`src/assert_macros.svh`:
```
// assertion macros used by the packer top
`ifndef ASSERT_MACROS_SVH
`define ASSERT_MACROS_SVH

`ifndef ASSERT_OFF

// property must hold at every clock edge outside reset
`define ASSERT_ALWAYS(lbl, clk, rst_n, prop) \
  lbl: assert property (@(posedge clk) disable iff (!(rst_n)) (prop)) \
    else $error("assertion failed");

// consequent must hold in the cycle after the antecedent
`define ASSERT_NEXT(lbl, clk, rst_n, ante, cons) \
  lbl: assert property (@(posedge clk) disable iff (!(rst_n)) (ante) |=> (cons)) \
    else $error("assertion failed");

`else

`define ASSERT_ALWAYS(lbl, clk, rst_n, prop)
`define ASSERT_NEXT(lbl, clk, rst_n, ante, cons)

`endif

`endif

```
`src/hcbp_ram.sv`:
```
`timescale 1ns / 1ps
`default_nettype none

module hcbp_ram #(
  parameter int unsigned WIDTH = 8,
  parameter int unsigned DEPTH = 256,
  localparam int unsigned AddrW = $clog2(DEPTH)
) (
  input  wire logic             clk_i,
  input  wire logic             wr_en_i,
  input  wire logic [AddrW-1:0] wr_addr_i,
  input  wire logic [WIDTH-1:0] wr_data_i,
  input  wire logic             rd_en_i,
  input  wire logic [AddrW-1:0] rd_addr_i,
  output logic      [WIDTH-1:0] rd_data_o
);

  logic [WIDTH-1:0] mem_q [DEPTH];

  // write port
  always_ff @(posedge clk_i) begin
    if (wr_en_i) begin
      mem_q[wr_addr_i] <= wr_data_i;
    end
  end

  // registered read port
  always_ff @(posedge clk_i) begin
    if (rd_en_i) begin
      rd_data_o <= mem_q[rd_addr_i];
    end
  end

endmodule

`default_nettype wire

```
`config.mk`:
```
export PLATFORM = sky130hd
export DESIGN_NAME = hcbp_ram
export DESIGN_NICKNAME = d
export VERILOG_FILES = /design/src/assert_macros.svh /design/src/hcbp_ram.sv
export SDC_FILE = /design/constraint.sdc
export NUM_CORES = 2
export LEC_CHECK = 0
export ABC_AREA = 1
export BUFFER_PORTS_ARGS = -buffer_cell sky130_fd_sc_hd__buf_2
export CORE_AREA = 2 2 587 414
export DETAILED_ROUTE_END_ITERATION = 10
export DIE_AREA = 0 0 589 416
export GPL_TIMING_DRIVEN = 0
export SLEW_MARGIN = 20
export SYNTH_ARGS = -nofsm -noshare
export SYNTH_HDL_FRONTEND = slang
export SYNTH_SLANG_ARGS = --single-unit
export TNS_END_PERCENT = 5
```
`constraint.sdc`:
```
create_clock -name clk_i -period 3.57 [get_ports clk_i]
set_clock_uncertainty 0.1 [all_clocks]
set_input_delay 0.5355 -clock clk_i [delete_from_list [all_inputs] [get_ports clk_i]]
set_output_delay 0.5355 -clock clk_i [all_outputs]
set_load 0.1 [all_outputs]
```
After elaboration in Yosys (flattened, before gate mapping):

Memory sizes are Yosys's and may differ from the RTL's. A register that Yosys moved wholly into a read port is not among the register bits.
Index checks and enable logic that the tools add are counted.

* flip-flop bits (word level): 0
* bits in latches: 0
* memory bits (writable): 2048
* ROM bits: 0
* memories: 1

* add/subtract/negate cells: 0
* $mul: 0
* divide/modulo/power cells: 0
* order comparisons: 0
* eq/ne operators: 0
* shift operators: 0
* multiplexer cells: 2
* bitwise operators: 0
* reductions and logical operators: 0

Memory list
* mem_q: words 256, width 8, rd ports 1, clocked after Yosys merged registers in 1, write ports 1, line hcbp_ram.sv:18 `logic [WIDTH-1:0] mem_q [DEPTH];`

Operators with widths (number)
* $mux 1: 2

Longest topological paths before layout:

* depth in word-level cells: 2
* depth in mapped cells: 15
* gate-level depth less buffers: 11

Worst setup path before layout:

OpenSTA, ideal clock, no wires.

* path kind: input-to-reg
* start: input port wr_en_i
* end: memory mem_q[162][0] (enable)
* library setup time: 0.370 ns
* arrival: 1.657 ns
* data required time: 3.100 ns
* path slack: 1.443 ns
* stages on the path: 4
* path buffers: 2
* cells stage by stage: clkbuf_1 -> nand3_1 -> clkbuf_1 -> nor2_1

* longest elaborated chain between the ends: 2

Ends and longest elaborated chain
* start, declared: line hcbp_ram.sv:10 `input wire logic wr_en_i,`
* $mux 1: line hcbp_ram.sv:22 `if (wr_en_i) begin`
* $mux 1 (not written as such): line hcbp_ram.sv:23 `mem_q[wr_addr_i] <= wr_data_i;`
* end, declared: line hcbp_ram.sv:18

No other way between the ends.

==> results by group <==
Run status
  • Status: finished, violations left
  • Failing checks: negative hold slack, negative setup slack

Clock network
  • Root Driver: clkbuf_16
  • Clock tree buffer depth: 4
  • CTS clk-pin slew, worst paths: 0.06 ns
  • Setup bufs post-CTS: 0
  • Clock Latency Late Sink: 0.89 ns
  • H-tree Lvls: 4
  • TritonCTS Sinks: 2056
  • CTS tree: built
  • Num CTS Buffers: 200

Placement
  • Post-placement cell area: 0.08891 mm^2
  • DP Worst Slack: -0.8715 ns
  • Port-buffer cells: 27
  • Hpwl dp: 269.7 mm
  • Placer's final routability congestion estimate: 1.081

GRT
  • First-pass GRT wire length: 496.4 mm
  • GRT Residual Overflow: 0
  • Largest net degree at the start of global routing: 112
  • All-Layer GR Usage: 0.3008
  • Vias in the first global route: 55901
  • Antenna violations before repair: 37

Layout
  • Reg area: 0.06174 mm^2
  • Area added between synthesis and finish: 14.18%
  • Nets: 7303
  • Filler cells: 22635
  • Area of the multi-input gates: 0.01933 mm^2
  • Layout cell share with drive strength beyond 1: 0.1067
  • Fin area: 0.09531 mm^2

Route
  • Drt wl/cell: 35.62 um
  • Vias after detailed routing: 63858
  • Initial detailed-routing violation count: 13868
  • # DRC: 0
  • Drt first pass iters: 8
  • Routed Antenna Nets: 0
  • Wirelength, routed: 379.3 mm
  • Via density: 5.998

Power and ir drop
  • VDD IR max: 365.7 uV
  • Pwr dens: 550.6 mW/mm^2
  • Pwr Total: 52480 uW
  • Cell leakage power: 0.03295 uW

STA
  • Tcrit/Tclk final: 1.033
  • Setup TNS: -0.3830 ns
  • RSZ-0062 raised after global routing: false
  • Fin. Hold Viols: 2
  • Worst slew pin tran: 1.435 ns
  • Period minus WS final: 3.688 ns
  • Fin worst setup slack: -0.1178 ns
  • Max Freq: 0.2712 GHz
  • Pins over their slew limit: 0
  • Final setup violation count: 7
  • Rel. slew slack: 0.04312
  • Final hold slack: -0.002507 ns

Floorplanning
  • Die area: 0.2450 mm^2
  • DIE HEIGHT: 416 um
  • Starting Density: 0.3476
  • Core ar.: 0.2401 mm^2
  • Io pins: 35
  • Die W: 589 um
  • # rows: 151

Critical path
  • Max incr delay on CP: 0.83 ns
  • CP most frequent cell: nand3_1
  • Crit Path Category: in -> reg
  • Crit path required time: 4.11 ns
  • Worst Path Max Fanout: 10
  • Slowest CP cell: clkbuf_1
  • Critical-path cell list: buf_2 -> clkbuf_1 -> clkbuf_1 -> nand3_1 -> nand3_1 -> nand3_1 -> nand3_1 -> nand2_1 -> nand2_1 -> nand2_1
  • Critical path endpoint category: flip-flop
  • Element type at the critical path start: primary input
  • CP arrival: 4.23 ns

Synthesis
  • Post-synth top area share: 0.7396
  • Mapped cell area: 0.08348 mm^2
  • Register area share after synthesis: 0.7396
  • Mapped Nets: 7030
  • Synth area leader: edfxtp_1
  • Syn. warnings: 0
  • Flops & latches, synth: 2056
  • Post-synthesis cell type count: 13
  • Synth Instances: 7003
  • Synth area leaders: edfxtp_1 74%, nand3_1 12%, nand2_1 9.5%
  • Mean Syn Cell Area: 11.92 um^2

Worst hold path
  • Hold crit path type: in -> reg

Job
  • Max cap viols: 0
[state kept, by name, indices dropped and copies added, names as in the netlist]
name / count
mem_q: 2048
rd_data_o: 8
[layout make-up]
type	count	share of cell area
Multi-Input combinational cell	4425	0.2028
Buffer	483	0.02644
Tap cell	3213	0.04218
Inverter	39	0.001562
Clock inverter	111	0.01175
Antenna cell	10	0.0002626
Sequential cell	2056	0.6478
Clock buffer	239	0.05427
Timing Repair Buffer	71	0.01300
[Yosys cell counts]
library cell,n
nand2_1,2123
clkbuf_1,112
inv_4,1
buf_6,16
inv_2,2
buf_2,268
edfxtp_1,2056
nand3_1,2019
buf_1,40
inv_1,36
buf_8,1
buf_4,46
nor2_1,283
[critical path, delay by kind of cell]
| family | cells | cell delay, ns |
|---|---|---|
| buf+inv | 3 | 1.70 |
| simple gates | 7 | 1.96 |
[final timing paths]
path	cells past startpoint	slack (ns)	to	from
max	10	-0.12	rd_data_o[0]$_DFFE_PP_	rd_addr_i[3]
min	1	-0.003	mem_q[139][4]$_DFFE_PP_	wr_data_i[4]
max reg2reg	10	0.70	rd_data_o[0]$_DFFE_PP_	mem_q[255][0]$_DFFE_PP_
min reg2reg	10	1.04	rd_data_o[4]$_DFFE_PP_	mem_q[76][4]$_DFFE_PP_
[where the power goes]
| group | switching [uW] | internal (uW) |
|---|---|---|
| clock | 9610 | 11800 |
| combinational | 3590 | 820 |
| sequential | 21.2 | 26600 |
[stage by stage]
step                      instances    util
after floorplan                7003       -
after global placement        10243  0.3649
after detailed placement      10282  0.3703
after CTS                     10636  0.3966
after global routing          10638  0.3968
final                         10647  0.3969
[placed cells by master, fill, tap and decap left out, drive strengths merged]
cell         instances
dlygate4sd3          4
clkinvlp             8
nand3             2019
diode               10
buf                434
nor2               283
clkinv              77
bufinv              21
inv                 44
nand2             2123
clkbuf             355
edfxtp            2056
[kinds of logic after synthesis]
logic type             count (synthesis)  share of synthesized area
flip-flops                          2056                     0.7396
buffers and inverters                522                    0.03116
AND/OR/NAND/NOR                     4425                     0.2292
[what timing repair did]
| item | CTS | global route |
|---|---|---|
| endpoints found under the setup margin | 0 | 1 |
| hold buffers | 4 | 0 |
| resized for setup | 0 | 1 |
| endpoints found under the hold margin | 78 | 0 |
[per-layer routing]
metal  part of all wire  track usage  vias up
met5            0.00018            0        -
met4              0.038       0.1010       12
met3               0.19       0.1459      723
met2               0.37       0.3809     5746
met1               0.40       0.4392    31929
li1                   -            -    25448
No activity file was read; power rests on OpenSTA's default activity.
